--- src/design/rrc_pkg.sv ---
package rrc_pkg;

  localparam int MAX_REGISTERS = 8;
  localparam int IDX_W = $clog2(MAX_REGISTERS);
  localparam int JOB_DEPTH = 2;
  localparam int BANK_W = $clog2(JOB_DEPTH);
  localparam int JOB_CNT_W = $clog2(JOB_DEPTH + 1);
  localparam int JOB_PTR_W = (JOB_DEPTH > 1) ? $clog2(JOB_DEPTH) : 1;

  localparam logic [15:0] CRC_INIT = 16'hFFFF;
  localparam logic [15:0] CRC_POLY = 16'hA001;
  localparam logic [7:0] FUNC_READ_HOLDING = 8'h03;
  localparam int EXC_BIT = 7;

  localparam logic [2:0] ST_OK = 3'd0;
  localparam logic [2:0] ST_ADDR = 3'd1;
  localparam logic [2:0] ST_EXC = 3'd2;
  localparam logic [2:0] ST_FUNC = 3'd3;
  localparam logic [2:0] ST_COUNT = 3'd4;
  localparam logic [2:0] ST_CRC = 3'd5;

  localparam logic [2:0] REG_SLAVE_ADDRESS = 3'd0;
  localparam logic [2:0] REG_EXPECTED_COUNT = 3'd4;

  // one finished frame handed from parser to emitter
  typedef struct packed {
    logic [2:0]        status;
    logic [7:0]        code;
    logic [3:0]        cnt;
    logic [BANK_W-1:0] bank;
  } rrc_job_t;

  // word buffer read port, emitter to parser
  typedef struct packed {
    logic [BANK_W-1:0] bank;
    logic [IDX_W-1:0]  idx;
  } rrc_rd_req_t;

endpackage

--- src/design/rrc_front.sv ---
module rrc_front
  import rrc_pkg::*;
(
  input  logic             clk,
  input  logic             rst_n,
  input  logic             in_valid,
  output logic             in_ready,
  input  logic [7:0]       rx_byte,
  input  logic             frame_start,
  input  logic [7:0]       slave_address,
  input  logic [3:0]       expected_register_count,
  input  logic             job_full,
  output logic             job_push,
  output rrc_job_t         job_data,
  input  rrc_rd_req_t      rd_req,
  output logic [15:0]      rd_data
);

  logic              frame_done_r, frame_done_nxt;
  logic [8:0]        pos_r, pos_nxt;
  logic [15:0]       crc_r, crc_nxt;
  logic [7:0]        addr_r, addr_nxt;
  logic [7:0]        func_r, func_nxt;
  logic [7:0]        dbc_r, dbc_nxt;
  logic [7:0]        crc_lo_r, crc_lo_nxt;
  logic [7:0]        hi_r, hi_nxt;
  logic [BANK_W-1:0] wr_bank_r, wr_bank_nxt;
  logic [15:0]       buf_r [JOB_DEPTH][MAX_REGISTERS];

  logic        take, active;
  logic [8:0]  pos_cur, flen, data_off;
  logic [15:0] crc_cur, crc_upd, recv_crc;
  logic        is_exc, in_hdr, in_body, at_crc_lo, at_end;
  logic [7:0]  word_idx;
  logic        buf_we, cnt_bad;
  logic [2:0]  status;

  function automatic logic [15:0] crc_step(input logic [15:0] c, input logic [7:0] b);
    logic [15:0] x;
    x = c ^ {8'h00, b};
    for (int k = 0; k < 8; k++) begin
      x = x[0] ? ((x >> 1) ^ CRC_POLY) : (x >> 1);
    end
    return x;
  endfunction

  assign in_ready = !job_full;
  assign take = in_valid && in_ready;
  // drop bytes outside a frame
  assign active = take && (frame_start || !frame_done_r);

  assign pos_cur = frame_start ? 9'd0 : pos_r;
  assign crc_cur = frame_start ? CRC_INIT : crc_r;
  assign crc_upd = crc_step(crc_cur, rx_byte);

  assign is_exc = func_r[EXC_BIT];
  assign flen = is_exc ? 9'd5 : 9'd5 + {1'b0, dbc_r};
  assign in_hdr = pos_cur < 9'd3;
  assign in_body = !in_hdr && (pos_cur < flen - 9'd2);
  assign at_crc_lo = !in_hdr && (pos_cur == flen - 9'd2);
  assign at_end = !in_hdr && !in_body && !at_crc_lo;

  assign data_off = pos_cur - 9'd3;
  assign word_idx = data_off[8:1];
  assign buf_we = active && in_body && !is_exc && data_off[0]
                  && (word_idx < 8'(MAX_REGISTERS));

  assign recv_crc = {rx_byte, crc_lo_r};
  assign cnt_bad = (expected_register_count == 4'd0)
                   || ({4'd0, expected_register_count} > 8'(MAX_REGISTERS))
                   || (dbc_r != {3'd0, expected_register_count, 1'b0});

  always_comb begin
    if (addr_r != slave_address) begin
      status = ST_ADDR;
    end else if (is_exc) begin
      status = ST_EXC;
    end else if (func_r != FUNC_READ_HOLDING) begin
      status = ST_FUNC;
    end else if (cnt_bad) begin
      status = ST_COUNT;
    end else if (recv_crc != crc_r) begin
      status = ST_CRC;
    end else begin
      status = ST_OK;
    end
  end

  assign job_push = active && at_end;
  assign job_data.status = status;
  assign job_data.code = (status == ST_EXC) ? dbc_r : 8'd0;
  assign job_data.cnt = expected_register_count;
  assign job_data.bank = wr_bank_r;

  always_comb begin
    frame_done_nxt = frame_done_r;
    pos_nxt = pos_r;
    crc_nxt = crc_r;
    addr_nxt = addr_r;
    func_nxt = func_r;
    dbc_nxt = dbc_r;
    crc_lo_nxt = crc_lo_r;
    hi_nxt = hi_r;
    wr_bank_nxt = wr_bank_r;
    if (active) begin
      frame_done_nxt = at_end;
      pos_nxt = pos_cur + 9'd1;
      if (in_hdr || in_body) begin
        crc_nxt = crc_upd;
      end
      if (pos_cur == 9'd0) begin
        addr_nxt = rx_byte;
      end
      if (pos_cur == 9'd1) begin
        func_nxt = rx_byte;
      end
      if (pos_cur == 9'd2) begin
        dbc_nxt = rx_byte;
      end
      if (in_body && !is_exc && !data_off[0]) begin
        hi_nxt = rx_byte;
      end
      if (at_crc_lo) begin
        crc_lo_nxt = rx_byte;
      end
      // next frame fills the other bank
      if (at_end) begin
        wr_bank_nxt = wr_bank_r + 1'b1;
      end
    end
  end

  always_ff @(posedge clk) begin
    if (!rst_n) begin
      frame_done_r <= 1'b1;
      pos_r <= 9'd0;
      wr_bank_r <= '0;
    end else begin
      frame_done_r <= frame_done_nxt;
      pos_r <= pos_nxt;
      wr_bank_r <= wr_bank_nxt;
    end
  end

  always_ff @(posedge clk) begin
    crc_r <= crc_nxt;
    addr_r <= addr_nxt;
    func_r <= func_nxt;
    dbc_r <= dbc_nxt;
    crc_lo_r <= crc_lo_nxt;
    hi_r <= hi_nxt;
    if (buf_we) begin
      buf_r[wr_bank_r][word_idx[IDX_W-1:0]] <= {hi_r, rx_byte};
    end
  end

  assign rd_data = buf_r[rd_req.bank][rd_req.idx];

endmodule

--- src/design/rrc_job_fifo.sv ---
module rrc_job_fifo
  import rrc_pkg::*;
(
  input  logic     clk,
  input  logic     rst_n,
  input  logic     push,
  input  rrc_job_t push_data,
  output logic     full,
  input  logic     pop,
  output logic     head_valid,
  output rrc_job_t head_data
);

  rrc_job_t             mem_r [JOB_DEPTH];
  logic [JOB_PTR_W-1:0] wr_ptr_r, wr_ptr_nxt;
  logic [JOB_PTR_W-1:0] rd_ptr_r, rd_ptr_nxt;
  logic [JOB_CNT_W-1:0] count_r, count_nxt;

  function automatic logic [JOB_PTR_W-1:0] ptr_inc(input logic [JOB_PTR_W-1:0] p);
    return (p == JOB_PTR_W'(JOB_DEPTH - 1)) ? '0 : p + 1'b1;
  endfunction

  assign full = (count_r == JOB_CNT_W'(JOB_DEPTH));
  assign head_valid = (count_r != '0);
  assign head_data = mem_r[rd_ptr_r];

  always_comb begin
    wr_ptr_nxt = push ? ptr_inc(wr_ptr_r) : wr_ptr_r;
    rd_ptr_nxt = pop ? ptr_inc(rd_ptr_r) : rd_ptr_r;
    count_nxt = count_r + JOB_CNT_W'(push) - JOB_CNT_W'(pop);
  end

  always_ff @(posedge clk) begin
    if (!rst_n) begin
      wr_ptr_r <= '0;
      rd_ptr_r <= '0;
      count_r <= '0;
    end else begin
      wr_ptr_r <= wr_ptr_nxt;
      rd_ptr_r <= rd_ptr_nxt;
      count_r <= count_nxt;
    end
  end

  always_ff @(posedge clk) begin
    if (push) begin
      mem_r[wr_ptr_r] <= push_data;
    end
  end

endmodule

--- src/design/rrc_emit.sv ---
module rrc_emit
  import rrc_pkg::*;
(
  input  logic        clk,
  input  logic        rst_n,
  input  logic        job_valid,
  input  rrc_job_t    job,
  output logic        job_pop,
  output rrc_rd_req_t rd_req,
  input  logic [15:0] rd_data,
  output logic        out_valid,
  input  logic        out_ready,
  output logic [15:0] register_value,
  output logic [2:0]  register_index,
  output logic [2:0]  status,
  output logic [7:0]  exception_code,
  output logic        last
);

  logic             valid_r, valid_nxt;
  logic [IDX_W-1:0] k_r, k_nxt;
  logic [15:0]      value_r;
  logic [2:0]       index_r;
  logic [2:0]       status_r;
  logic [7:0]       code_r;
  logic             last_r;

  logic load, is_err, word_last;

  assign load = job_valid && (!valid_r || out_ready);
  assign is_err = (job.status != ST_OK);
  assign word_last = ((4'(k_r) + 4'd1) == job.cnt);
  assign job_pop = load && (is_err || word_last);

  assign rd_req.bank = job.bank;
  assign rd_req.idx = k_r;

  always_comb begin
    valid_nxt = valid_r;
    k_nxt = k_r;
    if (load) begin
      valid_nxt = 1'b1;
      k_nxt = (is_err || word_last) ? '0 : k_r + 1'b1;
    end else if (out_ready) begin
      valid_nxt = 1'b0;
    end
  end

  always_ff @(posedge clk) begin
    if (!rst_n) begin
      valid_r <= 1'b0;
      k_r <= '0;
    end else begin
      valid_r <= valid_nxt;
      k_r <= k_nxt;
    end
  end

  always_ff @(posedge clk) begin
    if (load) begin
      value_r <= is_err ? 16'd0 : rd_data;
      index_r <= is_err ? 3'd0 : 3'(k_r);
      status_r <= job.status;
      code_r <= job.code;
      last_r <= is_err || word_last;
    end
  end

  assign out_valid = valid_r;
  assign register_value = value_r;
  assign register_index = index_r;
  assign status = status_r;
  assign exception_code = code_r;
  assign last = last_r;

endmodule

--- src/design/modbus_rtu_read_response_checker_core.sv ---
// Checks a Modbus RTU read-holding-registers reply, one received byte per input beat
// (in_tuser marks the first byte of a frame). The parser accepts a byte every cycle,
// keeps the running CRC16 and stores the data words in one of two word banks. When
// the last byte of a frame arrives it queues the frame's verdict; the emitter then
// sends one beat per cycle while out_tready is high: the N register words of a good
// frame (tlast on the final word) or a single status beat. Input stalls only while two
// finished frames are still queued for output, since each holds one bank.
module modbus_rtu_read_response_checker_core
  import rrc_pkg::*;
(
  input  logic        clk,
  input  logic        rst_n,
  input  logic        in_tvalid,
  output logic        in_tready,
  input  logic [7:0]  in_tdata,   // [7:0] rx_byte
  input  logic        in_tuser,   // [0] frame_start
  output logic        out_tvalid,
  input  logic        out_tready,
  output logic [31:0] out_tdata,  // [15:0] register_value, [18:16] register_index,
                                  // [21:19] status, [29:22] exception_code
  output logic        out_tlast,
  input  logic        cfg_psel,
  input  logic        cfg_penable,
  input  logic        cfg_pwrite,
  input  logic [2:0]  cfg_paddr,
  input  logic [31:0] cfg_pwdata,
  output logic [31:0] cfg_prdata,
  output logic        cfg_pready
);

  logic [7:0] slave_address_r;
  logic [3:0] exp_count_r;
  logic       cfg_wr;

  logic        job_full, job_push, job_pop, job_valid;
  rrc_job_t    job_in, job_head;
  rrc_rd_req_t rd_req;
  logic [15:0] rd_data;

  logic [15:0] register_value;
  logic [2:0]  register_index;
  logic [2:0]  status;
  logic [7:0]  exception_code;

  assign cfg_pready = 1'b1;
  assign cfg_wr = cfg_psel && cfg_penable && cfg_pwrite && cfg_pready;

  always_ff @(posedge clk) begin
    if (!rst_n) begin
      slave_address_r <= 8'd1;
      exp_count_r <= 4'd1;
    end else if (cfg_wr) begin
      // byte lanes inside a word are don't-care
      if ((cfg_paddr & 3'b100) == REG_SLAVE_ADDRESS) begin
        slave_address_r <= cfg_pwdata[7:0];
      end
      if ((cfg_paddr & 3'b100) == REG_EXPECTED_COUNT) begin
        exp_count_r <= cfg_pwdata[3:0];
      end
    end
  end

  assign cfg_prdata = ((cfg_paddr & 3'b100) == REG_EXPECTED_COUNT)
                      ? {28'd0, exp_count_r} : {24'd0, slave_address_r};

  rrc_front u_front (
    .clk                     (clk),
    .rst_n                   (rst_n),
    .in_valid                (in_tvalid),
    .in_ready                (in_tready),
    .rx_byte                 (in_tdata),
    .frame_start             (in_tuser),
    .slave_address           (slave_address_r),
    .expected_register_count (exp_count_r),
    .job_full                (job_full),
    .job_push                (job_push),
    .job_data                (job_in),
    .rd_req                  (rd_req),
    .rd_data                 (rd_data)
  );

  rrc_job_fifo u_fifo (
    .clk        (clk),
    .rst_n      (rst_n),
    .push       (job_push),
    .push_data  (job_in),
    .full       (job_full),
    .pop        (job_pop),
    .head_valid (job_valid),
    .head_data  (job_head)
  );

  rrc_emit u_emit (
    .clk            (clk),
    .rst_n          (rst_n),
    .job_valid      (job_valid),
    .job            (job_head),
    .job_pop        (job_pop),
    .rd_req         (rd_req),
    .rd_data        (rd_data),
    .out_valid      (out_tvalid),
    .out_ready      (out_tready),
    .register_value (register_value),
    .register_index (register_index),
    .status         (status),
    .exception_code (exception_code),
    .last           (out_tlast)
  );

  assign out_tdata = {2'b00, exception_code, status, register_index, register_value};

  a_err_is_last: assert property (@(posedge clk) disable iff (!rst_n)
    out_tvalid && (status != ST_OK) |-> out_tlast)
    else $error("error status beat without tlast");

  a_err_no_data: assert property (@(posedge clk) disable iff (!rst_n)
    out_tvalid && (status != ST_OK) |-> (register_value == 16'd0)
      && (register_index == 3'd0))
    else $error("error status beat carries register data");

  a_code_only_exc: assert property (@(posedge clk) disable iff (!rst_n)
    out_tvalid && (status != ST_EXC) |-> (exception_code == 8'd0))
    else $error("exception code on non-exception beat");

  a_no_push_full: assert property (@(posedge clk) disable iff (!rst_n)
    job_full |-> !job_push)
    else $error("frame verdict pushed into full queue");

endmodule

--- config.mk ---
export PLATFORM = sky130hd
export DESIGN_NAME = modbus_rtu_read_response_checker_core
export DESIGN_NICKNAME = d
export VERILOG_FILES = /design/src/design/rrc_pkg.sv /design/src/design/rrc_front.sv /design/src/design/rrc_job_fifo.sv /design/src/design/rrc_emit.sv /design/src/design/modbus_rtu_read_response_checker_core.sv
export SDC_FILE = /design/constraint.sdc
export NUM_CORES = 1
export LEC_CHECK = 0
export BUFFER_PORTS_ARGS = -buffer_cell sky130_fd_sc_hd__buf_4
export CORE_ASPECT_RATIO = 0.8
export CORE_MARGIN = 5
export CORE_UTILIZATION = 65
export DETAILED_ROUTE_END_ITERATION = 7
export MAX_ROUTING_LAYER = met4
export PLACE_DENSITY = 0.85
export SYNTH_ARGS = -nofsm -noshare
export SYNTH_HDL_FRONTEND = slang
export SYNTH_HIERARCHICAL = 1
export SYNTH_SLANG_ARGS = --single-unit
--- constraint.sdc ---
create_clock -name clk -period 10.35 [get_ports clk]
set_input_delay 1.5525 -clock clk [delete_from_list [all_inputs] [get_ports clk]]
set_output_delay 1.5525 -clock clk [all_outputs]
set_load 0.05 [all_outputs]
==> insert_results.sql, run 1 <==
INSERT INTO impl_metrics (metric_group, metric, value, unit) VALUES
('yosys', 'ys_seq_area_share', '68.87', '%'),
('sta', 'setup_total_negative_slack', '0', 'ns'),
('yosys', 'ys_async_sr_fraction', '0', '%'),
('floorplan', 'core.rowCount', '53', ''),
('clock_tree', 'cts_hold_buffers', '0', ''),
('setup_path', 'criticalPathCategory', 'register to register', ''),
('global_route', 'grt_first_pass_wirelength', '56.22', 'mm'),
('sta', 'layout_worst_path_cycle_share', '51.74', '%'),
('setup_path', 'crit_path_arrival_time', '5.56', 'ns'),
('worst_hold_path', 'holdCritPathClass', 'register to register', ''),
('drt', 'drtAntennaViolNets', '0', ''),
('sta', 'finalMaxSlewViolations', '0', ''),
('drt', 'drt_wl_cell', '26.13', 'um'),
('setup_path', 'worst-path-max-fanout', '10', ''),
('clock_tree', 'cts_num_sinks', '407', ''),
('placed_design', 'portBuffers', '65', ''),
('floorplan', 'fp.dieArea', '29970', 'um2'),
('yosys', 'library_cell_with_the_largest_summed_area_after_synthesis', 'sky130_fd_sc_hd__edfxtp_1', ''),
('clock_tree', 'latest_clock_arrival_within_the_worst_skew_pair', '0.54', 'ns'),
('global_route', 'antenna_found_initial', '1', ''),
('floorplan', 'floorplan.core_area', '26260', 'um2'),
('clock_tree', 'max-clock-path-buffers', '3', ''),
('placed_design', 'gp_congestion', '0.8235', ''),
('clock_tree', 'inserted_clock_buffers', '40', ''),
('yosys', 'synth_top_flop_cell', 'sky130_fd_sc_hd__edfxtp_1', ''),
('drt', 'post-route-drc-count', '0', ''),
('clock_tree', 'cts.repair_timing.setup_buffer_count', '0', ''),
('run_status', 'run_status', 'finished, final reports clean', ''),
('yosys', 'yosys_warnings', '6', ''),
('finish', 'mostFrequentLayoutCells', 'sky130_fd_sc_hd__edfxtp_1, sky130_fd_sc_hd__buf_4, sky130_fd_sc_hd__mux4_2, sky130_fd_sc_hd__xnor2_1, sky130_fd_sc_hd__clkbuf_16', ''),
('drt', 'detailedRoute.firstIterationViolations', '1089', ''),
('global_route', 'globalRoute.totalOverflow', '0', ''),
('floorplan', 'vertical_die_dimension', '155.8', 'um'),
('setup_path', 'worst-endpoint-required', '10.55', 'ns'),
('finish', 'post-route-cell-area', '19340', 'um2'),
('finish', 'nNetsFinal', '1127', ''),
('setup_path', 'startpoint_type', 'register', ''),
('finish', 'post_route_insts_no_fill', '1443', ''),
('pwr', 'p_leak', '6.451', 'nW'),
('drt', 'post_drt_via_cell_ratio', '6.331', ''),
('floorplan', 'pin_count', '119', ''),
('finish', 'fillers', '1509', ''),
('yosys', 'ys_types', '75', ''),
('sta', 'final_hold_vio_count', '0', ''),
('setup_path', 'setup.reg_to_reg.worst_slack', '4.99', 'ns'),
('sta', 'clock_skew', '0.01857', 'ns'),
('clock_tree', 'cts.htree.levels', '2', ''),
('run', 'max_cap_violations', '0', ''),
('finish', 'layout-area-overhead-vs-synth', '11.94', '%'),
('clock_tree', 'ctsResizeCount', '0', ''),
('pwr', 'ir_drop', '0.0001586', 'V'),
('sta', 'achievable-frequency', '0.1867', 'GHz'),
('sta', 'period_needed', '5.355', 'ns'),
('yosys', 'synth.cell_area', '17280', 'um2'),
('global_route', 'grt_pass1_vias', '9225', ''),
('yosys', 'synth_seq_cells', '407', ''),
('global_route', 'gr-usage-all-layers', '26.29', '%'),
('placed_design', 'place_area', '18120', 'um2'),
('placed_design', 'dp_hpwl', '21.23', 'mm'),
('floorplan', 'dieWidth', '192.3', 'um'),
('clock_tree', 'clk_pin_slew_worst_paths', '0.06', 'ns'),
('clock_tree', 'root_buffer', 'sky130_fd_sc_hd__clkbuf_16', ''),
('sta', 'setup_repair_after_global_routing_missed_its_margin', 'no', ''),
('yosys', 'synthesis.area_per_instance', '17.72', 'um2'),
('drt', 'dr.pass1.iters', '5', ''),
('setup_path', 'endpoint_kind', 'register', ''),
('floorplan', 'initial_core_util', '65.81', '%'),
('placed_design', 'placedCellCount', '1373', ''),
('finish', 'final_common_cell', 'sky130_fd_sc_hd__edfxtp_1', ''),
('drt', 'count_of_vias_placed_by_the_detailed_router', '9135', ''),
('yosys', 'synthDominantCellAreaShare', '65.16', '%'),
('finish', 'post_route_cells_drive_above_1_share', '26.36', '%'),
('yosys', 'count_of_flip_flops_with_a_built_in_enable_after_synthesis', '375', ''),
('global_route', 'grt_start_max_net_pins', '72', ''),
('yosys', 'netlist_top_cells_area', 'sky130_fd_sc_hd__edfxtp_1, sky130_fd_sc_hd__mux4_2, sky130_fd_sc_hd__dfxtp_1', ''),
('pwr', 'power_per_cell_area', '204.6', 'nW/um2'),
('drt', 'finalWirelength', '37.70', 'mm'),
('sta', 'report.final.setup_viol', '0', ''),
('clock_tree', 'cts_tree', 'yes', ''),
('sta', 'worst_slew_margin_rel', '32.30', '%'),
('sta', 'max_slew.worst_pin.slew', '1.015', 'ns'),
('yosys', 'postSynthCellCount', '975', '');
cells in the mapped netlist (8+ instances only):
cell                       instances
sky130_fd_sc_hd__edfxtp_1        375
sky130_fd_sc_hd__mux4_2           80
sky130_fd_sc_hd__xnor2_1          44
sky130_fd_sc_hd__nand2_1          37
sky130_fd_sc_hd__buf_4            34
sky130_fd_sc_hd__and2_1           33
sky130_fd_sc_hd__dfxtp_1          32
sky130_fd_sc_hd__nor2_1           26
sky130_fd_sc_hd__xor2_1           26
sky130_fd_sc_hd__clkbuf_1         23
sky130_fd_sc_hd__nor3_1           20
sky130_fd_sc_hd__ha_1             18
sky130_fd_sc_hd__nor2b_1          18
sky130_fd_sc_hd__mux2i_1          14
sky130_fd_sc_hd__nor4_1           13
sky130_fd_sc_hd__and3_1           12
sky130_fd_sc_hd__inv_1            11
sky130_fd_sc_hd__mux2_2           10
sky130_fd_sc_hd__mux2_4           10
sky130_fd_sc_hd__buf_2             9
sky130_fd_sc_hd__nand2b_1          8
sky130_fd_sc_hd__nand4_1           8
final timing paths:
kind                 startpoint                    to  cells after the start
max            u_front/dbc_r[0]  u_front/buf_r[0][34]                     13
max reg2reg    u_front/dbc_r[0]  u_front/buf_r[0][34]                     13
min          slave_address_r[2]    slave_address_r[2]                      2
min reg2reg  slave_address_r[2]    slave_address_r[2]                      2
layer usage:
layer,part of all wire (%),vias up,track usage (%)
li1,-,3907,-
met1,38,4657,35.28
met2,50,502,42.25
met3,9.4,69,5.101
met4,2.5,0,7.230
met5,0,-,-
through the flow:
stage | power, mW | hold slack [ns] | setup slack [ns] | util [%]
6_report | 3.958 | 0.4982 | 4.995 | 73.67
5_1_grt | 4.092 | 0.5153 | 4.757 | 73.67
4_1_cts | 3.974 | 0.4947 | 5.013 | 73.66
3_5_place_dp | 2.610 | 0.4795 | 4.737 | 68.99
3_3_place_gp | 2.590 | 0.4724 | 4.832 | 68.99
2_1_floorplan | 2.461 | 0.4563 | 4.520 | -
critical path: stages, from the launching register on:
cell and delay (ns):
sky130_fd_sc_hd__edfxtp_1 0.53, sky130_fd_sc_hd__ha_1 0.31, sky130_fd_sc_hd__o2111ai_1 0.32, sky130_fd_sc_hd__xor2_1 0.19
sky130_fd_sc_hd__nor2_1 0.13, sky130_fd_sc_hd__o31a_1 0.34, sky130_fd_sc_hd__o31a_1 0.29, sky130_fd_sc_hd__nor3_1 0.16
sky130_fd_sc_hd__ha_1 0.28, sky130_fd_sc_hd__o21a_1 0.22, sky130_fd_sc_hd__a221oi_4 0.45, sky130_fd_sc_hd__nand4bb_1 0.61
sky130_fd_sc_hd__nor3_2 0.81, sky130_fd_sc_hd__buf_4 0.39
where the power goes:
group / switching (mW) / internal, mW
logic: 0.392 / 0.273
registers: 0.0416 / 1.87
clock network: 0.585 / 0.792
total: 1.02 / 2.94
kinds of logic after synthesis:
| family | share of synthesized area [%] |
|---|---|
| xor gates and xnor gates | 4.091 |
| AOI/OAI and AO/OA | 2.606 |
| other | 0.04346 |
| adders and majority gates | 1.303 |
| DFF | 68.87 |
| muxes | 12.76 |
| buffers and inverters | 2.983 |
| and+or+nand+nor | 7.349 |
flip-flops by register name (all words and copies together), names as in the netlist, named ones only:
register	cells
u_front/func_r	8
u_front/wr_bank_r	1
u_emit/k_r	3
u_emit/status	3
u_fifo/count_r	2
u_emit/last	1
u_fifo/mem_r	32
u_front/pos_r	9
slave_address_r	8
u_front/hi_r	8
u_emit/register_value	16
u_front/crc_r	16
u_front/crc_lo_r	8
u_emit/register_index	3
u_front/buf_r	256
exp_count_r	4
u_fifo/rd_ptr_r	1
u_front/frame_done_r	1
u_emit/exception_code	8
u_fifo/wr_ptr_r	1
u_front/dbc_r	8
u_front/addr_r	8
u_emit/out_valid	1
area by class of cell:
cell class              count  area [um2]  area share (%)
diodes                      1       2.502         0.01294
clock inverters            15       130.1          0.6727
multi-input cells         505        5035           26.03
well taps                 357       446.7           2.309
inverters                  13       48.80          0.2522
clock buffers              54        1096           5.666
flip-flops and latches    407       11900           61.53
repair buffers             91       683.2           3.531
(Power assumes the default switching activity.)
==> run 2, diff against run 1 <==
--- a/config.mk
+++ b/config.mk
@@ -8,10 +8,10 @@
 export BUFFER_PORTS_ARGS = -buffer_cell sky130_fd_sc_hd__buf_4
 export CORE_ASPECT_RATIO = 0.8
 export CORE_MARGIN = 5
-export CORE_UTILIZATION = 65
+export CORE_UTILIZATION = 60
 export DETAILED_ROUTE_END_ITERATION = 7
 export MAX_ROUTING_LAYER = met4
-export PLACE_DENSITY = 0.85
+export PLACE_DENSITY = 0.79
 export SYNTH_ARGS = -nofsm -noshare
 export SYNTH_HDL_FRONTEND = slang
 export SYNTH_HIERARCHICAL = 1
==> constraint.sdc (replaced) <==
create_clock -name clk -period 5.2 [get_ports clk]
set_input_delay 0.78 -clock clk [delete_from_list [all_inputs] [get_ports clk]]
set_output_delay 0.78 -clock clk [all_outputs]
set_load 0.05 [all_outputs]
==> insert_results.sql, run 2 (synthesis results as in run 1) <==
INSERT INTO impl_metrics (metric_group, metric, value, unit) VALUES
('sta', 'hold_ws', '0.4817', 'ns'),
('clock_tree', 'inserted_clock_buffers', '39', ''),
('pwr', 'internal_power', '6.053', 'mW'),
('worst_hold_path', 'holdPathStages', '2', ''),
('placed_design', 'portBuffers', '65', ''),
('clock_tree', 'clk_pin_slew_worst_paths', '0.06', 'ns'),
('pwr', 'ir_drop', '0.0003904', 'V'),
('finish', 'largest_register_ffs', '256', ''),
('finish', 'layout-area-overhead-vs-synth', '12.86', '%'),
('clock_tree', 'cts_num_sinks', '407', ''),
('setup_path', 'critPathSlowestCell', 'sky130_fd_sc_hd__edfxtp_1', ''),
('setup_path', 'endpoint_kind', 'register', ''),
('pwr', 'clockPowerShare', '36.2', '%'),
('floorplan', 'pin_count', '119', ''),
('sta', 'worst_slew_margin_rel', '36.44', '%'),
('floorplan', 'floorplan.core_area', '28350', 'um2'),
('sta', 'achievable-frequency', '0.2236', 'GHz'),
('drt', 'finalWirelength', '36.06', 'mm'),
('clock_tree', 'cts_hold_buffers', '0', ''),
('worst_hold_path', 'holdCritPathClass', 'register to register', ''),
('clock_tree', 'ctsResizeCount', '0', ''),
('pwr', 'comb_power_share', '16.8', '%'),
('drt', 'detailedRoute.firstIterationViolations', '852', ''),
('clock_tree', 'cts_tree', 'yes', ''),
('finish', 'final_common_cell', 'sky130_fd_sc_hd__edfxtp_1', ''),
('drt', 'drt_wl_cell', '24.67', 'um'),
('drt', 'count_of_vias_placed_by_the_detailed_router', '9033', ''),
('drt', 'dr.pass1.iters', '5', ''),
('floorplan', 'vertical_die_dimension', '161.8', 'um'),
('drt', 'drtAntennaViolNets', '0', ''),
('sta', 'setup_repair_after_global_routing_missed_its_margin', 'no', ''),
('floorplan', 'fp.dieArea', '32320', 'um2'),
('clock_tree', 'latest_clock_arrival_within_the_worst_skew_pair', '0.52', 'ns'),
('setup_path', 'timing.critical_path.mode_cell', 'sky130_fd_sc_hd__ha_1', ''),
('setup_path', 'worst-r2r-cell-count', '15', ''),
('pwr', 'power_switching', '2.026', 'mW'),
('floorplan', 'initial_core_util', '60.95', '%'),
('setup_path', 'criticalPathCategory', 'register to register', ''),
('sta', 'final_hold_vio_count', '0', ''),
('placed_design', 'gp_congestion', '0.8579', ''),
('sta', 'report.final.setup_viol', '0', ''),
('finish', 'post_route_cells_drive_above_1_share', '27.52', '%'),
('clock_tree', 'max-clock-path-buffers', '3', ''),
('global_route', 'grt_first_pass_wirelength', '55.33', 'mm'),
('global_route', 'grt_pass1_vias', '9233', ''),
('global_route', 'globalRoute.totalOverflow', '0', ''),
('setup_path', 'max_stage_delay', '0.51', 'ns'),
('sta', 'finalMaxSlewViolations', '0', ''),
('run_status', 'run_status', 'finished, final reports clean', ''),
('sta', 'setup_total_negative_slack', '0', 'ns'),
('sta', 'period_needed', '4.473', 'ns'),
('run', 'max_cap_violations', '0', ''),
('placed_design', 'dp_hpwl', '21.35', 'mm'),
('finish', 'nNetsFinal', '1133', ''),
('floorplan', 'dieWidth', '199.7', 'um'),
('drt', 'post_drt_via_cell_ratio', '6.179', ''),
('drt', 'post-route-drc-count', '0', ''),
('setup_path', 'startpoint_type', 'register', ''),
('clock_tree', 'root_buffer', 'sky130_fd_sc_hd__clkbuf_16', ''),
('pwr', 'seq_power_share', '47.0', '%'),
('finish', 'mostFrequentLayoutCells', 'sky130_fd_sc_hd__edfxtp_1, sky130_fd_sc_hd__buf_4, sky130_fd_sc_hd__mux4_2, sky130_fd_sc_hd__xnor2_1, sky130_fd_sc_hd__clkbuf_16', ''),
('sta', 'final_critical_path_setup_slack', '0.7273', 'ns'),
('pwr', 'power_per_cell_area', '414.2', 'nW/um2'),
('floorplan', 'core.rowCount', '55', ''),
('clock_tree', 'cts.repair_timing.setup_buffer_count', '0', ''),
('setup_path', 'crit_path_cell_trace', 'ha_1 > xnor2_1 > nor2_1 > ha_1 > o21ai_1 > o31a_1 > o31a_1 > nor3_1 > ha_1 > o21a_1 > a221oi_4 > nand4bb_1 > buf_4 > nor3_2 > buf_4', ''),
('setup_path', 'crit_path_arrival_time', '4.65', 'ns'),
('sta', 'clock_skew', '0.01065', 'ns'),
('global_route', 'grt_start_max_net_pins', '67', ''),
('setup_path', 'worst-path-max-fanout', '16', ''),
('sta', 'layout_worst_path_cycle_share', '86.01', '%'),
('global_route', 'antenna_found_initial', '1', ''),
('sta', 'max_slew.worst_pin.slew', '0.9533', 'ns'),
('global_route', 'gr-usage-all-layers', '23.54', '%'),
('setup_path', 'worst-endpoint-required', '5.38', 'ns'),
('placed_design', 'place_worst_setup_slack', '0.8045', 'ns'),
('clock_tree', 'cts.htree.levels', '2', ''),
('pwr', 'switching_share', '25.07', '%'),
('pwr', 'p_leak', '6.538', 'nW');
[run 2: path summary, 6_finish.rpt]
path	startpoint	to	slack, ns
worst min register to register	slave_address_r[6]	slave_address_r[6]	0.48
worst max register to register	u_front/dbc_r[0]	u_front/buf_r[0][37]	0.73
worst min-delay path	slave_address_r[6]	slave_address_r[6]	0.48
worst max-delay path	u_front/dbc_r[0]	u_front/buf_r[0][37]	0.73
[run 2: cell type report]
| class | instances | area, um2 |
|---|---|---|
| Antenna cell | 2 | 5.005 |
| Clock buffer | 43 | 991.0 |
| Clock inverter | 24 | 322.8 |
| Fill cell | 1798 | 8848 |
| Inverter | 13 | 48.80 |
| Multi-Input combinational cell | 505 | 5035 |
| Sequential cell | 407 | 11900 |
| Tap cell | 370 | 462.9 |
| Timing Repair Buffer | 98 | 735.7 |
[run 2: worst max-delay path: cells and delay by family, from the launching register on]
family,cells,cell delay (ns)
compound gates,5,1.45
xor+xnor,1,0.15
fa+ha+maj,3,0.77
buf+inv,2,0.59
simple gates,4,0.66
flops,1,0.51
[run 2: power groups by stage]
stage                     clock [mW]  sequential, mW  combinational, mW
final                           2.92            3.80               1.36
after global routing            3.12            3.81               1.44
after detailed placement           0            3.87               1.35
after CTS                       2.97            3.80               1.37
after global placement             0            3.86               1.32
after floorplan                    0            4.07              0.830
[run 2: routing by layer]
metal / vias up / share of wire (%) / global-route usage [%]
li1: 3916 / - / -
met1: 4648 / 41 / 32.92
met2: 411 / 48 / 36.35
met3: 58 / 8.5 / 4.894
met4: 0 / 2.2 / 5.864
met5: - / 0 / -
[run 2: through the flow]
| stage | cell area, um2 | power (mW) | util (%) | cells |
|---|---|---|---|---|
| 2_1_floorplan | 17380 | 4.899 | - | 1000 |
| 3_3_place_gp | 18180 | 5.183 | 64.14 | 1393 |
| 3_5_place_dp | 18180 | 5.220 | 64.14 | 1393 |
| 4_1_cts | 19500 | 8.140 | 68.77 | 1460 |
| 5_1_grt | 19500 | 8.373 | 68.78 | 1461 |
| 6_report | 19500 | 8.078 | 68.79 | 1462 |
==> run 3, diff against run 2 <==
==> constraint.sdc (replaced) <==
create_clock -name clk -period 5.2 [get_ports clk]
set_input_delay 1.04 -clock clk [delete_from_list [all_inputs] [get_ports clk]]
set_output_delay 1.04 -clock clk [all_outputs]
set_load 0.05 [all_outputs]
==> insert_results.sql, run 3 (synthesis results as in run 1) <==
INSERT INTO impl_metrics (metric_group, metric, value, unit) VALUES
('run_status', 'run_status', 'finished, final reports clean', ''),
('sta', 'final_hold_vio_count', '0', ''),
('clock_tree', 'clk_pin_slew_worst_paths', '0.06', 'ns'),
('sta', 'setup_total_negative_slack', '0', 'ns'),
('finish', 'layout-area-overhead-vs-synth', '11.84', '%'),
('clock_tree', 'cts.repair_timing.setup_buffer_count', '0', ''),
('setup_path', 'critical_path.reg2reg.startpoint', 'u_front/dbc_r[0]', ''),
('global_route', 'grt_first_pass_wirelength', '52.79', 'mm'),
('sta', 'clock_skew', '0.01740', 'ns'),
('setup_path', 'endpoint_kind', 'register', ''),
('finish', 'largest_register_ffs', '256', ''),
('floorplan', 'core.rowCount', '55', ''),
('global_route', 'antenna_found_initial', '0', ''),
('global_route', 'gr-usage-all-layers', '22.35', '%'),
('clock_tree', 'cts_hold_buffers', '0', ''),
('clock_tree', 'root_buffer', 'sky130_fd_sc_hd__clkbuf_16', ''),
('setup_path', 'startpoint_type', 'register', ''),
('drt', 'post-route-drc-count', '0', ''),
('sta', 'achievable-frequency', '0.2273', 'GHz'),
('placed_design', 'dp_hpwl', '20.54', 'mm'),
('sta', 'report.final.setup_viol', '0', ''),
('drt', 'dr.pass1.iters', '5', ''),
('finish', 'nNetsFinal', '1133', ''),
('sta', 'final_critical_path_setup_slack', '0.7996', 'ns'),
('finish', 'mostFrequentLayoutCells', 'sky130_fd_sc_hd__edfxtp_1, sky130_fd_sc_hd__buf_4, sky130_fd_sc_hd__mux4_2, sky130_fd_sc_hd__xnor2_1, sky130_fd_sc_hd__clkbuf_16', ''),
('placed_design', 'place_worst_setup_slack', '0.8365', 'ns'),
('clock_tree', 'latest_clock_arrival_within_the_worst_skew_pair', '0.52', 'ns'),
('placed_design', 'place_area', '18190', 'um2'),
('pwr', 'power_per_cell_area', '399.2', 'nW/um2'),
('drt', 'finalWirelength', '34.34', 'mm'),
('drt', 'drtAntennaViolNets', '0', ''),
('drt', 'drt_wl_cell', '23.65', 'um'),
('placed_design', 'placedCellCount', '1394', ''),
('setup_path', 'crit_path_arrival_time', '4.58', 'ns'),
('global_route', 'globalRoute.totalOverflow', '0', ''),
('setup_path', 'worst-endpoint-required', '5.38', 'ns'),
('drt', 'count_of_vias_placed_by_the_detailed_router', '8768', ''),
('floorplan', 'pin_count', '119', ''),
('worst_hold_path', 'holdCritPathClass', 'register to register', ''),
('clock_tree', 'inserted_clock_buffers', '38', ''),
('pwr', 'total_power_draw', '7.715', 'mW'),
('finish', 'post-route-cell-area', '19330', 'um2'),
('setup_path', 'worst-path-max-fanout', '16', ''),
('pwr', 'ir_drop', '0.0003515', 'V'),
('sta', 'hold_ws', '0.4850', 'ns'),
('sta', 'worst_slew_margin_rel', '32.44', '%'),
('pwr', 'p_leak', '6.456', 'nW'),
('clock_tree', 'ctsResizeCount', '0', ''),
('sta', 'period_needed', '4.400', 'ns'),
('global_route', 'grt_start_max_net_pins', '43', ''),
('drt', 'detailedRoute.firstIterationViolations', '890', ''),
('worst_hold_path', 'hold_path_startpoint', 'slave_address_r[4]', ''),
('finish', 'post_route_insts_no_fill', '1452', ''),
('clock_tree', 'cts_num_sinks', '407', ''),
('setup_path', 'worst-r2r-cell-count', '13', ''),
('floorplan', 'floorplan.core_area', '28350', 'um2'),
('setup_path', 'setup.worst_path.start', 'u_front/dbc_r[0]', ''),
('sta', 'setup_repair_after_global_routing_missed_its_margin', 'no', ''),
('finish', 'final_common_cell', 'sky130_fd_sc_hd__edfxtp_1', ''),
('setup_path', 'criticalPathCategory', 'register to register', ''),
('floorplan', 'fp.dieArea', '32320', 'um2'),
('floorplan', 'vertical_die_dimension', '161.8', 'um'),
('placed_design', 'gp_congestion', '0.8396', ''),
('worst_hold_path', 'holdPathStages', '2', ''),
('global_route', 'grt_pass1_vias', '8745', ''),
('finish', 'postLayoutCoreUtil', '68.17', '%'),
('finish', 'antennaDiodeCount', '0', ''),
('drt', 'post_drt_via_cell_ratio', '6.039', ''),
('floorplan', 'initial_core_util', '60.95', '%'),
('sta', 'max_slew.worst_pin.slew', '1.013', 'ns'),
('sta', 'layout_worst_path_cycle_share', '84.62', '%'),
('clock_tree', 'cts.htree.levels', '2', ''),
('finish', 'post_route_cells_drive_above_1_share', '26.89', '%'),
('clock_tree', 'max-clock-path-buffers', '3', ''),
('clock_tree', 'cts_tree', 'yes', ''),
('run', 'max_cap_violations', '0', ''),
('placed_design', 'portBuffers', '65', ''),
('sta', 'finalMaxSlewViolations', '0', ''),
('floorplan', 'dieWidth', '199.7', 'um');
-- run 3: cell types whose count changed in the layout (fill, tap and decap cells not counted) --
cell	before	now
sky130_fd_sc_hd__bufinv_16	8	2
sky130_fd_sc_hd__clkinv_2	7	3
sky130_fd_sc_hd__clkbuf_1	4	6
sky130_fd_sc_hd__clkbuf_8	0	2
sky130_fd_sc_hd__diode_2	2	0
sky130_fd_sc_hd__buf_4	98	99
sky130_fd_sc_hd__clkinv_1	6	5
sky130_fd_sc_hd__clkinv_4	1	0
sky130_fd_sc_hd__clkinv_8	0	1
sky130_fd_sc_hd__clkinvlp_4	1	0
sky130_fd_sc_hd__inv_6	1	0
-- run 3: where the power goes --
| group | switching (mW) | total, mW | internal [mW] |
|---|---|---|---|
| logic | 0.771 | 1.32 | 0.551 |
| clock network | 1.10 | 2.58 | 1.49 |
| registers | 0.0788 | 3.81 | 3.73 |
| total | 1.95 | 7.72 | 5.77 |
-- run 3: per-layer routing --
layer	up-vias	track usage (%)	wire, um
met5	-	-	0
met4	0	3.889	420
met3	36	3.733	2814
met2	355	34.88	16620
met1	4463	32.36	14490
li1	3914	-	-
-- run 3: worst paths after layout --
check	endpoint	slack [ns]
min	slave_address_r[4]	0.48
max reg2reg	u_front/buf_r[0][88]	0.80
min reg2reg	slave_address_r[4]	0.48
max	u_front/buf_r[0][88]	0.80
-- run 3: cell type report --
type	count	area (um2)
inverters	13	48.80
multi-input cells	505	5035
flip-flops and latches	407	11900
clock buffers	47	1026
repair buffers	99	743.2
fillers	1816	9024
clock inverters	11	110.1
well taps	370	462.9
-- run 3: critical path, cell delays in order (launching register included) --
cell and delay, ns:
sky130_fd_sc_hd__edfxtp_1 0.51, sky130_fd_sc_hd__ha_1 0.29, sky130_fd_sc_hd__o2111ai_1 0.33, sky130_fd_sc_hd__xor2_1 0.19, sky130_fd_sc_hd__nor2_1 0.13, sky130_fd_sc_hd__o31a_1 0.30
sky130_fd_sc_hd__o31a_1 0.29, sky130_fd_sc_hd__nor3_1 0.17, sky130_fd_sc_hd__ha_1 0.28, sky130_fd_sc_hd__o21a_1 0.22, sky130_fd_sc_hd__a221oi_4 0.46, sky130_fd_sc_hd__nand4b_4 0.29
sky130_fd_sc_hd__nor4_2 0.26, sky130_fd_sc_hd__buf_4 0.34
